File: src/sv/rsm_pkg.sv
// Shared constants, types and controller/datapath interface structs for the mapper.
package rsm_pkg;

    localparam int MAX_CHILDREN = 8;
    localparam int MAX_REQUEST  = 64;
    localparam int STRIPE_MAX   = 4096;

    localparam int SECTOR_W = 48;
    localparam int COUNT_W  = 7;
    localparam int CHILD_W  = 3;
    localparam int STRIPE_W = 13;
    localparam int NCH_W    = 4;
    localparam int CTR_W    = 32;
    localparam int CFG_IDX_W = 2;
    localparam int CFG_DAT_W = 13;

    localparam logic [CFG_IDX_W-1:0] REG_MODE   = 2'd0;
    localparam logic [CFG_IDX_W-1:0] REG_STRIPE = 2'd1;
    localparam logic [CFG_IDX_W-1:0] REG_NCHILD = 2'd2;

    localparam logic MODE_STRIPE = 1'b0;
    localparam logic MODE_MIRROR = 1'b1;

    typedef enum logic [1:0] {
        DIV_SECTOR,
        DIV_CHUNK,
        DIV_COUNTER
    } div_sel_t;

    typedef enum logic [1:0] {
        EMIT_NONE,
        EMIT_SPECIAL,
        EMIT_STRIPE,
        EMIT_MIRROR
    } emit_kind_t;

    typedef struct packed {
        logic       load;
        logic       div_go;
        div_sel_t   div_sel;
        logic       take_sec;
        logic       take_chk;
        logic       take_ctr;
        logic       mult;
        emit_kind_t emit;
        logic       seg_adv;
        logic       mirr_adv;
        logic       ctr_inc;
    } rsm_cmd_t;

    typedef struct packed {
        logic n_zero;
        logic cnt_zero;
        logic mirror;
        logic wr;
        logic div_done;
        logic out_free;
        logic seg_last;
        logic seg_wrap;
        logic mirr_last;
    } rsm_stat_t;

endpackage

File: src/sv/raid_stripe_mirror_mapper.sv
// Top level of the striping / mirroring child-command mapper.
//
//  channel  | direction | handshake              | payload
//  s_       | in        | s_tvalid / s_tready    | s_tdata, s_tuser
//  m_       | out       | m_tvalid / m_tready    | m_tdata, m_tuser, m_tlast
//  cfg_     | in        | cfg_valid / cfg_ready  | cfg_index, cfg_data
//
//  One request at a time. Stripe mode: two bit-serial divisions (by chunk size
//  and by child count) and one multiply before the first word, then one word per
//  cycle; a segment whose start wraps past the top of the address space reruns
//  both divisions. Mirror read: one division of the read counter, mirror write:
//  one word per child per cycle.
//  aresetn is synchronous; m_tready low holds the result word and stalls the sequence.
module raid_stripe_mirror_mapper (
    input  logic                            aclk,
    input  logic                            aresetn,
    input  logic                            s_tvalid,
    output logic                            s_tready,
    input  logic [55:0]                     s_tdata,  // start_sector[47:0], nsectors[54:48]
    input  logic                            s_tuser,  // cmd
    output logic                            m_tvalid,
    input  logic                            m_tready,
    output logic [71:0]                     m_tdata,  // child_index[2:0], dev_sector[50:3],
                                                      // seg_length[57:51], buffer_offset[64:58]
    output logic [1:0]                      m_tuser,  // is_write[0], status[1]
    output logic                            m_tlast,
    input  logic                            cfg_valid,
    output logic                            cfg_ready,
    input  logic [rsm_pkg::CFG_IDX_W-1:0]   cfg_index,
    input  logic [rsm_pkg::CFG_DAT_W-1:0]   cfg_data
);
    import rsm_pkg::*;

    rsm_cmd_t            cmd;
    rsm_stat_t           stat;
    logic [CHILD_W-1:0]  o_child;
    logic [SECTOR_W-1:0] o_sector;
    logic [COUNT_W-1:0]  o_len;
    logic [COUNT_W-1:0]  o_boff;
    logic                o_wr;
    logic                o_status;

    assign cfg_ready = 1'b1;

    rsm_ctrl u_ctrl (
        .aclk     (aclk),
        .aresetn  (aresetn),
        .in_valid (s_tvalid),
        .in_ready (s_tready),
        .stat     (stat),
        .cmd      (cmd)
    );

    rsm_datapath u_dp (
        .aclk       (aclk),
        .aresetn    (aresetn),
        .cmd        (cmd),
        .stat       (stat),
        .cfg_valid  (cfg_valid),
        .cfg_index  (cfg_index),
        .cfg_data   (cfg_data),
        .in_cmd     (s_tuser),
        .in_start   (s_tdata[47:0]),
        .in_count   (s_tdata[54:48]),
        .out_valid  (m_tvalid),
        .out_ready  (m_tready),
        .out_child  (o_child),
        .out_sector (o_sector),
        .out_len    (o_len),
        .out_boff   (o_boff),
        .out_wr     (o_wr),
        .out_status (o_status),
        .out_last   (m_tlast)
    );

    assign m_tdata = {7'b0, o_boff, o_len, o_sector, o_child};
    assign m_tuser = {o_status, o_wr};

    a_status_last: assert property (@(posedge aclk) disable iff (!aresetn)
        m_tvalid && m_tuser[1] |-> m_tlast)
        else $error("error word not marked last");

    a_status_empty: assert property (@(posedge aclk) disable iff (!aresetn)
        m_tvalid && m_tuser[1] |-> m_tdata[57:51] == 7'd0)
        else $error("error word carries a length");

    a_len_bound: assert property (@(posedge aclk) disable iff (!aresetn)
        m_tvalid |-> m_tdata[57:51] <= 7'd64)
        else $error("segment length above request limit");

endmodule

File: src/sv/rsm_div.sv
// Restoring divider, one quotient bit per cycle, 48-bit dividend by 13-bit divisor.
module rsm_div (
    input  logic                             aclk,
    input  logic                             aresetn,
    input  logic                             go,
    input  logic [rsm_pkg::SECTOR_W-1:0]     dividend,
    input  logic [rsm_pkg::STRIPE_W-1:0]     divisor,
    output logic                             done,
    output logic [rsm_pkg::SECTOR_W-1:0]     quot,
    output logic [rsm_pkg::STRIPE_W-1:0]     rem
);
    import rsm_pkg::*;

    localparam int CNT_W = $clog2(SECTOR_W);

    logic [SECTOR_W-1:0] quot_reg, quot_next;
    logic [STRIPE_W-1:0] rem_reg, rem_next;
    logic [STRIPE_W-1:0] dsr_reg, dsr_next;
    logic [CNT_W-1:0]    cnt_reg, cnt_next;
    logic                busy_reg, busy_next;
    logic                done_reg, done_next;
    logic [STRIPE_W:0]   trial;
    logic                fits;

    assign trial = {rem_reg, quot_reg[SECTOR_W-1]};
    assign fits  = (trial >= {1'b0, dsr_reg});

    always_comb begin
        quot_next = quot_reg;
        rem_next  = rem_reg;
        dsr_next  = dsr_reg;
        cnt_next  = cnt_reg;
        busy_next = busy_reg;
        done_next = 1'b0;
        if (go) begin
            quot_next = dividend;
            rem_next  = '0;
            dsr_next  = divisor;
            cnt_next  = CNT_W'(SECTOR_W - 1);
            busy_next = 1'b1;
        end else if (busy_reg) begin
            quot_next = {quot_reg[SECTOR_W-2:0], fits};
            rem_next  = fits ? STRIPE_W'(trial - {1'b0, dsr_reg}) : trial[STRIPE_W-1:0];
            cnt_next  = cnt_reg - 1'b1;
            if (cnt_reg == '0) begin
                busy_next = 1'b0;
                done_next = 1'b1;
            end
        end
    end

    always_ff @(posedge aclk) begin
        quot_reg <= quot_next;
        rem_reg  <= rem_next;
        dsr_reg  <= dsr_next;
        cnt_reg  <= cnt_next;
        if (!aresetn) begin
            busy_reg <= 1'b0;
            done_reg <= 1'b0;
        end else begin
            busy_reg <= busy_next;
            done_reg <= done_next;
        end
    end

    assign done = done_reg;
    assign quot = quot_reg;
    assign rem  = rem_reg;

endmodule

File: src/sv/rsm_datapath.sv
// Datapath: configuration, request registers, address arithmetic and result register.
module rsm_datapath (
    input  logic                                aclk,
    input  logic                                aresetn,
    input  rsm_pkg::rsm_cmd_t                   cmd,
    output rsm_pkg::rsm_stat_t                  stat,
    input  logic                                cfg_valid,
    input  logic [rsm_pkg::CFG_IDX_W-1:0]       cfg_index,
    input  logic [rsm_pkg::CFG_DAT_W-1:0]       cfg_data,
    input  logic                                in_cmd,
    input  logic [rsm_pkg::SECTOR_W-1:0]        in_start,
    input  logic [rsm_pkg::COUNT_W-1:0]         in_count,
    output logic                                out_valid,
    input  logic                                out_ready,
    output logic [rsm_pkg::CHILD_W-1:0]         out_child,
    output logic [rsm_pkg::SECTOR_W-1:0]        out_sector,
    output logic [rsm_pkg::COUNT_W-1:0]         out_len,
    output logic [rsm_pkg::COUNT_W-1:0]         out_boff,
    output logic                                out_wr,
    output logic                                out_status,
    output logic                                out_last
);
    import rsm_pkg::*;

    logic                mode_reg;
    logic [STRIPE_W-1:0] stripe_reg;
    logic [NCH_W-1:0]    nch_reg;
    logic [CTR_W-1:0]    ctr_reg;

    logic                wr_reg;
    logic [COUNT_W-1:0]  count_reg;
    logic [COUNT_W-1:0]  done_reg;
    logic [SECTOR_W-1:0] sec_reg;
    logic [SECTOR_W-1:0] row_reg;
    logic [STRIPE_W-1:0] off_reg;
    logic [CHILD_W-1:0]  child_reg;
    logic [SECTOR_W-1:0] base_reg;
    logic [CHILD_W-1:0]  mi_reg;

    logic                ov_reg;
    logic [CHILD_W-1:0]  oc_reg;
    logic [SECTOR_W-1:0] os_reg;
    logic [COUNT_W-1:0]  ol_reg;
    logic [COUNT_W-1:0]  ob_reg;
    logic                ow_reg;
    logic                ost_reg;
    logic                olast_reg;

    logic [NCH_W-1:0]    n_eff;
    logic [STRIPE_W-1:0] cs_eff;
    logic [COUNT_W-1:0]  cnt_sat;
    logic [COUNT_W-1:0]  remain;
    logic [STRIPE_W-1:0] avail;
    logic [COUNT_W-1:0]  seg_len;
    logic [SECTOR_W:0]   nsum;
    logic                child_wrap;

    logic                div_done;
    logic [SECTOR_W-1:0] div_quot;
    logic [STRIPE_W-1:0] div_rem;
    logic [SECTOR_W-1:0] div_a;
    logic [STRIPE_W-1:0] div_b;

    assign n_eff  = (nch_reg > NCH_W'(MAX_CHILDREN)) ? NCH_W'(MAX_CHILDREN) : nch_reg;
    assign cs_eff = (stripe_reg == '0) ? STRIPE_W'(1) :
                    (stripe_reg > STRIPE_W'(STRIPE_MAX)) ? STRIPE_W'(STRIPE_MAX) : stripe_reg;
    assign cnt_sat = (in_count > COUNT_W'(MAX_REQUEST)) ? COUNT_W'(MAX_REQUEST) : in_count;

    assign remain  = count_reg - done_reg;
    assign avail   = cs_eff - off_reg;
    assign seg_len = ({{(STRIPE_W-COUNT_W){1'b0}}, remain} > avail) ?
                     avail[COUNT_W-1:0] : remain;
    assign nsum    = {1'b0, sec_reg} + {{(SECTOR_W+1-COUNT_W){1'b0}}, seg_len};
    assign child_wrap = ({1'b0, child_reg} + 1'b1) == n_eff;

    always_comb begin
        case (cmd.div_sel)
            DIV_SECTOR: begin
                div_a = sec_reg;
                div_b = cs_eff;
            end
            DIV_CHUNK: begin
                div_a = row_reg;
                div_b = {{(STRIPE_W-NCH_W){1'b0}}, n_eff};
            end
            DIV_COUNTER: begin
                div_a = {{(SECTOR_W-CTR_W){1'b0}}, ctr_reg};
                div_b = {{(STRIPE_W-NCH_W){1'b0}}, n_eff};
            end
            default: begin
                div_a = sec_reg;
                div_b = cs_eff;
            end
        endcase
    end

    rsm_div u_div (
        .aclk     (aclk),
        .aresetn  (aresetn),
        .go       (cmd.div_go),
        .dividend (div_a),
        .divisor  (div_b),
        .done     (div_done),
        .quot     (div_quot),
        .rem      (div_rem)
    );

    always_comb begin
        stat.n_zero    = (nch_reg == '0);
        stat.cnt_zero  = (count_reg == '0);
        stat.mirror    = (mode_reg == MODE_MIRROR);
        stat.wr        = wr_reg;
        stat.div_done  = div_done;
        stat.out_free  = !ov_reg || out_ready;
        stat.seg_last  = (seg_len == remain);
        stat.seg_wrap  = nsum[SECTOR_W];
        stat.mirr_last = ({1'b0, mi_reg} + 1'b1) == n_eff;
    end

    always_ff @(posedge aclk) begin
        if (!aresetn) begin
            mode_reg   <= MODE_STRIPE;
            stripe_reg <= STRIPE_W'(128);
            nch_reg    <= '0;
            ctr_reg    <= '0;
            ov_reg     <= 1'b0;
        end else begin
            if (cfg_valid) begin
                case (cfg_index)
                    REG_MODE:   mode_reg   <= cfg_data[0];
                    REG_STRIPE: stripe_reg <= cfg_data;
                    REG_NCHILD: nch_reg    <= cfg_data[NCH_W-1:0];
                    default:    ;
                endcase
            end
            if (cmd.ctr_inc) begin
                ctr_reg <= ctr_reg + 1'b1;
            end
            if (cmd.emit != EMIT_NONE) begin
                ov_reg <= 1'b1;
            end else if (out_ready) begin
                ov_reg <= 1'b0;
            end
        end
    end

    always_ff @(posedge aclk) begin
        if (cmd.load) begin
            wr_reg    <= in_cmd;
            count_reg <= cnt_sat;
            done_reg  <= '0;
            sec_reg   <= in_start;
            mi_reg    <= '0;
        end
        if (cmd.take_sec) begin
            row_reg <= div_quot;
            off_reg <= div_rem;
        end
        if (cmd.take_chk) begin
            row_reg   <= div_quot;
            child_reg <= div_rem[CHILD_W-1:0];
        end
        if (cmd.take_ctr) begin
            mi_reg <= div_rem[CHILD_W-1:0];
        end
        if (cmd.mult) begin
            base_reg <= SECTOR_W'(row_reg * cs_eff);
        end
        if (cmd.seg_adv) begin
            done_reg <= done_reg + seg_len;
            sec_reg  <= nsum[SECTOR_W-1:0];
            off_reg  <= '0;
            if (child_wrap) begin
                child_reg <= '0;
                base_reg  <= base_reg + {{(SECTOR_W-STRIPE_W){1'b0}}, cs_eff};
            end else begin
                child_reg <= child_reg + 1'b1;
            end
        end
        if (cmd.mirr_adv) begin
            mi_reg <= mi_reg + 1'b1;
        end
        case (cmd.emit)
            EMIT_SPECIAL: begin
                oc_reg    <= '0;
                os_reg    <= '0;
                ol_reg    <= '0;
                ob_reg    <= '0;
                ow_reg    <= wr_reg;
                ost_reg   <= (nch_reg == '0);
                olast_reg <= 1'b1;
            end
            EMIT_STRIPE: begin
                oc_reg    <= child_reg;
                os_reg    <= base_reg + {{(SECTOR_W-STRIPE_W){1'b0}}, off_reg};
                ol_reg    <= seg_len;
                ob_reg    <= done_reg;
                ow_reg    <= wr_reg;
                ost_reg   <= 1'b0;
                olast_reg <= (seg_len == remain);
            end
            EMIT_MIRROR: begin
                oc_reg    <= mi_reg;
                os_reg    <= sec_reg;
                ol_reg    <= count_reg;
                ob_reg    <= '0;
                ow_reg    <= wr_reg;
                ost_reg   <= 1'b0;
                olast_reg <= !wr_reg || (({1'b0, mi_reg} + 1'b1) == n_eff);
            end
            default: ;
        endcase
    end

    assign out_valid  = ov_reg;
    assign out_child  = oc_reg;
    assign out_sector = os_reg;
    assign out_len    = ol_reg;
    assign out_boff   = ob_reg;
    assign out_wr     = ow_reg;
    assign out_status = ost_reg;
    assign out_last   = olast_reg;

endmodule

File: src/sv/rsm_ctrl.sv
// Controller state machine sequencing divisions and result words per request.
module rsm_ctrl (
    input  logic                 aclk,
    input  logic                 aresetn,
    input  logic                 in_valid,
    output logic                 in_ready,
    input  rsm_pkg::rsm_stat_t   stat,
    output rsm_pkg::rsm_cmd_t    cmd
);
    import rsm_pkg::*;

    typedef enum logic [3:0] {
        ST_IDLE,
        ST_DECIDE,
        ST_DIV_SEC,
        ST_WAIT_SEC,
        ST_DIV_CHK,
        ST_WAIT_CHK,
        ST_MULT,
        ST_SEG,
        ST_MWAIT,
        ST_MIRR,
        ST_SINGLE
    } state_t;

    state_t state_reg, state_next;

    always_comb begin
        state_next   = state_reg;
        in_ready     = 1'b0;
        cmd          = '0;
        cmd.div_sel  = DIV_SECTOR;
        cmd.emit     = EMIT_NONE;
        case (state_reg)
            ST_IDLE: begin
                in_ready = 1'b1;
                if (in_valid) begin
                    cmd.load   = 1'b1;
                    state_next = ST_DECIDE;
                end
            end
            ST_DECIDE: begin
                if (stat.n_zero || stat.cnt_zero) begin
                    state_next = ST_SINGLE;
                end else if (stat.mirror) begin
                    if (stat.wr) begin
                        state_next = ST_MIRR;
                    end else begin
                        cmd.div_go  = 1'b1;
                        cmd.div_sel = DIV_COUNTER;
                        state_next  = ST_MWAIT;
                    end
                end else begin
                    state_next = ST_DIV_SEC;
                end
            end
            ST_DIV_SEC: begin
                cmd.div_go  = 1'b1;
                cmd.div_sel = DIV_SECTOR;
                state_next  = ST_WAIT_SEC;
            end
            ST_WAIT_SEC: begin
                if (stat.div_done) begin
                    cmd.take_sec = 1'b1;
                    state_next   = ST_DIV_CHK;
                end
            end
            ST_DIV_CHK: begin
                cmd.div_go  = 1'b1;
                cmd.div_sel = DIV_CHUNK;
                state_next  = ST_WAIT_CHK;
            end
            ST_WAIT_CHK: begin
                cmd.div_sel = DIV_CHUNK;
                if (stat.div_done) begin
                    cmd.take_chk = 1'b1;
                    state_next   = ST_MULT;
                end
            end
            ST_MULT: begin
                cmd.mult   = 1'b1;
                state_next = ST_SEG;
            end
            ST_SEG: begin
                if (stat.out_free) begin
                    cmd.emit    = EMIT_STRIPE;
                    cmd.seg_adv = 1'b1;
                    if (stat.seg_last) begin
                        state_next = ST_IDLE;
                    end else if (stat.seg_wrap) begin
                        state_next = ST_DIV_SEC;
                    end
                end
            end
            ST_MWAIT: begin
                cmd.div_sel = DIV_COUNTER;
                if (stat.div_done) begin
                    cmd.take_ctr = 1'b1;
                    state_next   = ST_MIRR;
                end
            end
            ST_MIRR: begin
                if (stat.out_free) begin
                    cmd.emit = EMIT_MIRROR;
                    if (!stat.wr) begin
                        cmd.ctr_inc = 1'b1;
                        state_next  = ST_IDLE;
                    end else if (stat.mirr_last) begin
                        state_next = ST_IDLE;
                    end else begin
                        cmd.mirr_adv = 1'b1;
                    end
                end
            end
            ST_SINGLE: begin
                if (stat.out_free) begin
                    cmd.emit   = EMIT_SPECIAL;
                    state_next = ST_IDLE;
                end
            end
            default: begin
                state_next = ST_IDLE;
            end
        endcase
    end

    always_ff @(posedge aclk) begin
        if (!aresetn) begin
            state_reg <= ST_IDLE;
        end else begin
            state_reg <= state_next;
        end
    end

endmodule

File: config.mk
export PLATFORM = sky130hd
export DESIGN_NAME = raid_stripe_mirror_mapper
export DESIGN_NICKNAME = d
export VERILOG_FILES = /design/src/sv/rsm_pkg.sv /design/src/sv/raid_stripe_mirror_mapper.sv /design/src/sv/rsm_div.sv /design/src/sv/rsm_datapath.sv /design/src/sv/rsm_ctrl.sv
export SDC_FILE = /design/constraint.sdc
export NUM_CORES = 2
export LEC_CHECK = 0
export BUFFER_PORTS_ARGS = -buffer_cell sky130_fd_sc_hd__clkbuf_2
export CORE_UTILIZATION = 58
export DETAILED_ROUTE_END_ITERATION = 7
export HOLD_SLACK_MARGIN = 0.1
export PLACE_DENSITY = 0.79
export SLEW_MARGIN = 40
export SYNTH_ARGS = -nofsm -noshare
export SYNTH_HDL_FRONTEND = slang
export SYNTH_HIERARCHICAL = 1
export SYNTH_SLANG_ARGS = --single-unit
File: constraint.sdc
create_clock -name aclk -period 6.3 [get_ports aclk]
set_input_delay 1.26 -clock aclk [delete_from_list [all_inputs] [get_ports aclk]]
set_output_delay 1.26 -clock aclk [all_outputs]
set_load 0.005 [all_outputs]
; ---- Word-level counts from Yosys, hierarchy flattened
; Index checks and enable logic that the tools add are counted.
[word_totals]
register_bits = 383
latchBits = 0
mem_bits_rw = 0
rom_bits = 0
output_inout_bits = 78
memories = 0
[classes]
add_sub_neg = 13
multipliers = 1
n_div = 0
magnitude_cmp = 5
n_eq_ne = 29
shift = 0
muxes = 74
bitwise_logic = 2
n_reduce_logical = 32
[ops]
columns = operator, count
row1 = 48-bit 2-to-1 mux, 9
row2 = 48-bit one-hot mux with 3 select lines, 1
row3 = 48-bit by 13-bit adder with 48-bit output, 2
row4 = 48-bit one-hot mux with 2 select lines, 1
row5 = 4-bit 2-to-1 mux, 15
row6 = 48-bit by 7-bit adder with 49-bit output, 1
row7 = 48-bit by 13-bit multiplier with 48-bit output, 1
row8 = 4-bit one-hot mux with 11 select lines, 1
row9 = 13-bit 2-to-1 mux, 3
row10 = "32-bit by 1-bit adder with 32-bit output, second input constant", 1
row11 = 3-bit 2-to-1 mux, 10
row12 = 13-bit subtractor, 2
row13 = 7-bit 2-to-1 mux, 3
row14 = 7-bit one-hot mux with 3 select lines, 1
row15 = 1-bit 2-to-1 mux, 20
row16 = "4-bit by 3-bit == test with 1-bit output, second input constant", 4
row17 = 2-bit nonzero test, 8
row18 = 14-bit by 13-bit greater-or-equal comparator with 1-bit output, 1
row19 = 7-bit one-hot mux with 2 select lines, 1
row20 = "13-bit > comparator, second input constant", 1
row21 = 7-bit by 13-bit > comparator with 1-bit output, 1
row22 = 13-bit logical NOT, 1
row23 = "4-bit == test, second input constant", 3
row24 = 2-bit one-hot mux with 3 select lines, 2
row25 = 33 further kinds, 63

; ---- Longest topological paths before layout
[depth]
word_depth = 11
ltp_mapped = 34

; ---- Modules after synthesis
; The synthesis kept the hierarchy.
[modules_own_cells]
columns = module, n_inst, cells_per_inst, area_per_inst_um2
row1 = rsm_datapath, 1, 3872, 33967.6
row2 = rsm_div, 1, 327, 4142.7
row3 = rsm_ctrl, 1, 74, 506.7
row4 = raid_stripe_mirror_mapper, 1, 12, 82.6

; ---- Worst setup path after synthesis
; OpenSTA, ideal clock, no wires.
[synth_timing]
kind = flip-flop to flip-flop
startpoint = register u_dp.stripe_reg[12]
endpoint = register u_ctrl.state_reg[1]
t_arrival_ns = 6.725
path_slack_ns = -0.544
path_stages_with_launch = 34
period_less_slack_ns = 6.844
cell_sequence = dfxtp_1 clkbuf_1 nor2b_1 clkbuf_1 clkbuf_1 inv_1 fa_1 nor2b_1 o21ai_0 a21boi_0 o21ai_0 nand2b_1 xnor2_1 ha_1 nand4_1 nor2_1 a2111oi_0 o21ai_1 nor4_4 buf_6 mux2i_1 ha_1 fa_1 a21o_1 a21oi_1 o21bai_1 a21o_1 a21oi_1 or2_2 nor3_1 o32a_1 o2111ai_2 or3_1 a21boi_2
[synth_lines]
columns = element, line_no
row1 = from (decl), rsm_datapath.sv:26  ; logic [STRIPE_W-1:0] stripe_reg;
row2 = from (signal assigned), rsm_datapath.sv:131  ; REG_STRIPE: stripe_reg <= cfg_data;
row3 = to (signal assigned), rsm_ctrl.sv:131  ; state_reg <= state_next;
row4 = to (decl), rsm_ctrl.sv:26  ; state_t state_reg, state_next;

==> qor.csv <==
stage,metric,value,unit
detailed_routing,wirelength,112.7,mm
timing,slew_headroom,0.4193,
cells_and_area,num-fill-cells,4742,
worst_setup_path,r2r-end,u_ctrl/state_reg[3],
floorplanning,initial_core_util,0.5876,
clock_tree,cts_sinks,383,
timing,hold_slack,0.4382,ns
worst_setup_path,worstPathRequired,6.77,ns
detailed_routing,drt_iter0_markers,3273,
synthesis,ys_seq_area_frac,0.2618,
worst_setup_path,worst_setup_path_start_kind,flop,
worst_setup_path,crit_path_end_kind,flop,
floorplanning,row_count,94,
timing,setup_violations,35,
worst_setup_path,reg2reg_from,u_dp/stripe_reg[11],
timing,setup_slack,-0.3401,ns
min_path,hold_path_startpoint,u_dp/u_div/quot[23],
detailed_routing,wl_per_cell,20.46,um
cells_and_area,postLayoutCoreUtil,0.6923,
synthesis,avgSynthCellArea,9.031,um^2
global_route,antenna_found_initial,1,
clock_tree,htreeDepth,2,
timing,final_max_slew_viol_count,0,
cells_and_area,area_growth,17.82,%
floorplanning,dieArea,67760,um^2
detailed_routing,drc_errors,0,
timing,fin_crit,6.640,ns
detailed_routing,dr_total_vias,32288,
worst_setup_path,critPathMostFrequentCell,o21ai_2,
cells_and_area,final_net_count,5280,
detailed_routing,antenna_left,0,
placement,hpwl,84.56,mm
timing,post-route-period-util,1.054,
synthesis,netlist_area,38700,um^2
synthesis,ys_seq_elements,383,
min_path,min_to,u_dp/row_reg[23],
worst_setup_path,crit_slowest_cell,fa_2,
detailed_routing,first_pass_iters,5,
outcome,violations,setup timing,
clock_tree,cts_max_path_buffers,3,
outcome,status,"complete, but fails checks",
global_route,grt_pass1_wl,172.7,mm
synthesis,synthArstFlopShare,0,
floorplanning,core_region_area,65860,um^2
worst_setup_path,critical_path_class,flop to flop,
cells_and_area,drive_gt1_frac,0.1996,
min_path,worstHoldPathCells,0,
worst_setup_path,arrival,7.11,ns
floorplanning,io_pins,155,
clock_tree,cts-root-buf,clkbuf_16,
floorplanning,die_y,260.3,um
clock_tree,clk_latency,0.59,ns
power,peakVddDrop,0.0004606,V
synthesis,yosysUniqueCellTypes,99,
cells_and_area,fin_cells,5509,
placement,portBuffers,145,
power,p_per_area,275.2,nW/um^2
global_route,overflow,0,
worst_setup_path,slowest_delay,0.36,ns
min_path,min_path_type,flop to flop,
detailed_routing,routed_via_density,5.861,
synthesis,synth-edff-count,246,
timing,max_freq,150.6,MHz
worst_setup_path,worstPathMaxFanout,6,
timing,worst_pin_slew,0.8671,ns
placement,place_congestion,0.9759,
placement,dp.cells,5355,
run,cap_violations,0,
clock_tree,cts_tree,done,
power,power,0.01255,W
global_route,grt_pass1_vias,31933,
worst_setup_path,ff2ff_setup_slack,-0.34,ns
power,p_leak,19.61,nW
synthesis,postSynthCellCount,4285,
worst_setup_path,crit_path_start,u_dp/stripe_reg[11],
placement,dp_slack,-0.9747,ns
floorplanning,die_w,260.3,um
global_route,grt_max_degree,97,
timing,hold_viol,0,
synthesis,synth_warnings,6,
worst_setup_path,rr_worst_depth,36,
global_route,grt_usage,0.3276,
timing,finalClockSkew,0.02419,ns
timing,rsz0062_at_grt,true,
clock_tree,cts_buffers,42,
synthesis,synth_top_flop_cell,edfxtp_1,
clock_tree,clk_pin_slew,0.06,ns
## critical path: cells and delay by family (launching register included)
family	cells	cell delay [ns]
and+or+nand+nor	10	1.84
buffers and inverters	5	0.73
xor gates and xnor gates	1	0.16
adders and majority gates	5	1.16
DFF	1	0.34
AOI/OAI and AO/OA	14	2.02
muxes	1	0.25
## cells in the final DEF, fill, tap and decap left out, types with 23 or more instances in the layout
cell type	netlist	routed
inv_1	613	590
nand2_1	572	567
fa_1	440	418
buf_4	14	328
edfxtp_1	246	246
and2_1	245	239
nor2_1	211	200
a21oi_1	183	162
o21ai_0	176	160
xnor2_1	151	147
clkbuf_2	0	144
dfxtp_1	137	132
ha_1	152	118
nand3_1	91	82
xor2_1	73	71
mux2_2	64	64
nor3_1	62	53
mux2i_1	52	49
a21o_1	48	48
clkbuf_16	0	45
and3_1	44	42
nor2b_1	55	41
buf_12	0	38
nand4_1	30	30
a22oi_1	30	30
ha_4	0	29
a211oi_1	31	27
inv_2	0	23
## cell families after synthesis
logic type,after synthesis,synth area share
and+or+nand+nor,1432,0.1795
buffers and inverters,872,0.08888
AOI/OAI and AO/OA,664,0.1101
adders and majority gates,592,0.2768
DFF,383,0.2618
xor gates and xnor gates,224,0.05070
muxes,116,0.03207
other,2,0.0001941
## synthesized netlist by cell type (9+ instances only)
cell type / count / share of area
o21ai_1: 9 / 0.0012
nand2_1: 572 / 0.055
nor4_1: 21 / 0.0034
o31ai_1: 10 / 0.0019
clkbuf_1: 211 / 0.020
a21oi_1: 183 / 0.024
xnor2_1: 151 / 0.034
buf_1: 10 / 0.00097
nand3_1: 91 / 0.012
nor3b_1: 11 / 0.0021
dfxtp_1: 137 / 0.071
a21o_1: 48 / 0.0093
fa_1: 440 / 0.23
nor2_1: 211 / 0.020
inv_1: 613 / 0.059
buf_4: 14 / 0.0027
a211oi_1: 31 / 0.0060
ha_1: 152 / 0.049
o21ai_0: 176 / 0.023
xor2_1: 73 / 0.017
nor2b_1: 55 / 0.0089
a21boi_0: 23 / 0.0045
and3_1: 44 / 0.0071
o21bai_1: 16 / 0.0031
a22oi_1: 30 / 0.0058
a311oi_1: 23 / 0.0052
o21a_1: 12 / 0.0023
nor3_1: 62 / 0.0080
edfxtp_1: 246 / 0.19
or2_2: 16 / 0.0026
a31oi_1: 17 / 0.0027
or3_1: 13 / 0.0021
mux2i_1: 52 / 0.013
mux2_2: 64 / 0.019
and2_1: 245 / 0.040
nand4_1: 30 / 0.0048
nand2b_1: 20 / 0.0032
buf_2: 13 / 0.0017
## how the worst max path moves through the flow
stage / cells after the start / slack (ns) / end
2_1_floorplan: 34 / -0.05 / u_ctrl/state_reg[1]
4_1_cts: 35 / -0.20 / u_ctrl/state_reg[1]
3_5_place_dp: 35 / -0.97 / u_ctrl/state_reg[1]
3_3_place_gp: 35 / -0.87 / u_ctrl/state_reg[1]
5_1_grt: 36 / -0.66 / u_ctrl/state_reg[3]
6_report: 36 / -0.34 / u_ctrl/state_reg[3]
## where the power goes
group	total (W)	internal, W	leakage [nW]	switching [W]
clock	0.00254	0.00145	0.675	0.00109
sequential	0.00374	0.00332	3.45	0.000421
combinational	0.00628	0.00282	15.5	0.00345
total	0.0125	0.00758	19.6	0.00496
## stage by stage
stage               setup TNS [ns]  cell area [um^2]
floorplan                 -0.05145             38770
global placement            -15.55             42210
detailed placement          -23.83             42230
CTS                         -2.123             43850
global route                -19.87             45600
finish                      -2.579             45600
## area by class of cell
cell class | count | area, um^2 | share of cell area
Antenna cell | 1 | 2.502 | 0.00005488
Clock buffer | 56 | 1134 | 0.02486
Clock inverter | 21 | 260.3 | 0.005708
Inverter | 613 | 2301 | 0.05046
Multi-Input combinational cell | 3036 | 26400 | 0.5790
Sequential cell | 383 | 10140 | 0.2223
Tap cell | 864 | 1081 | 0.02371
Timing Repair Buffer | 535 | 4278 | 0.09382
## metal layers
metal / wire length (um) / vias up / global-route usage
met5: 0 / - / 0
met4: 3510 / 0 / 0.09877
met3: 12560 / 230 / 0.08168
met2: 52190 / 1608 / 0.5153
met1: 44430 / 15850 / 0.4476
li1: - / 14600 / -
## timing repair
action                                  4_1_cts  5_1_grt
gates cloned                                  0        3
buffers inserted                             12       61
gates resized for setup                      31      246
pin swaps                                    27      153
hold buffers                                  0        0
endpoints found under the setup margin       68       72
(Power assumes the default switching activity.)
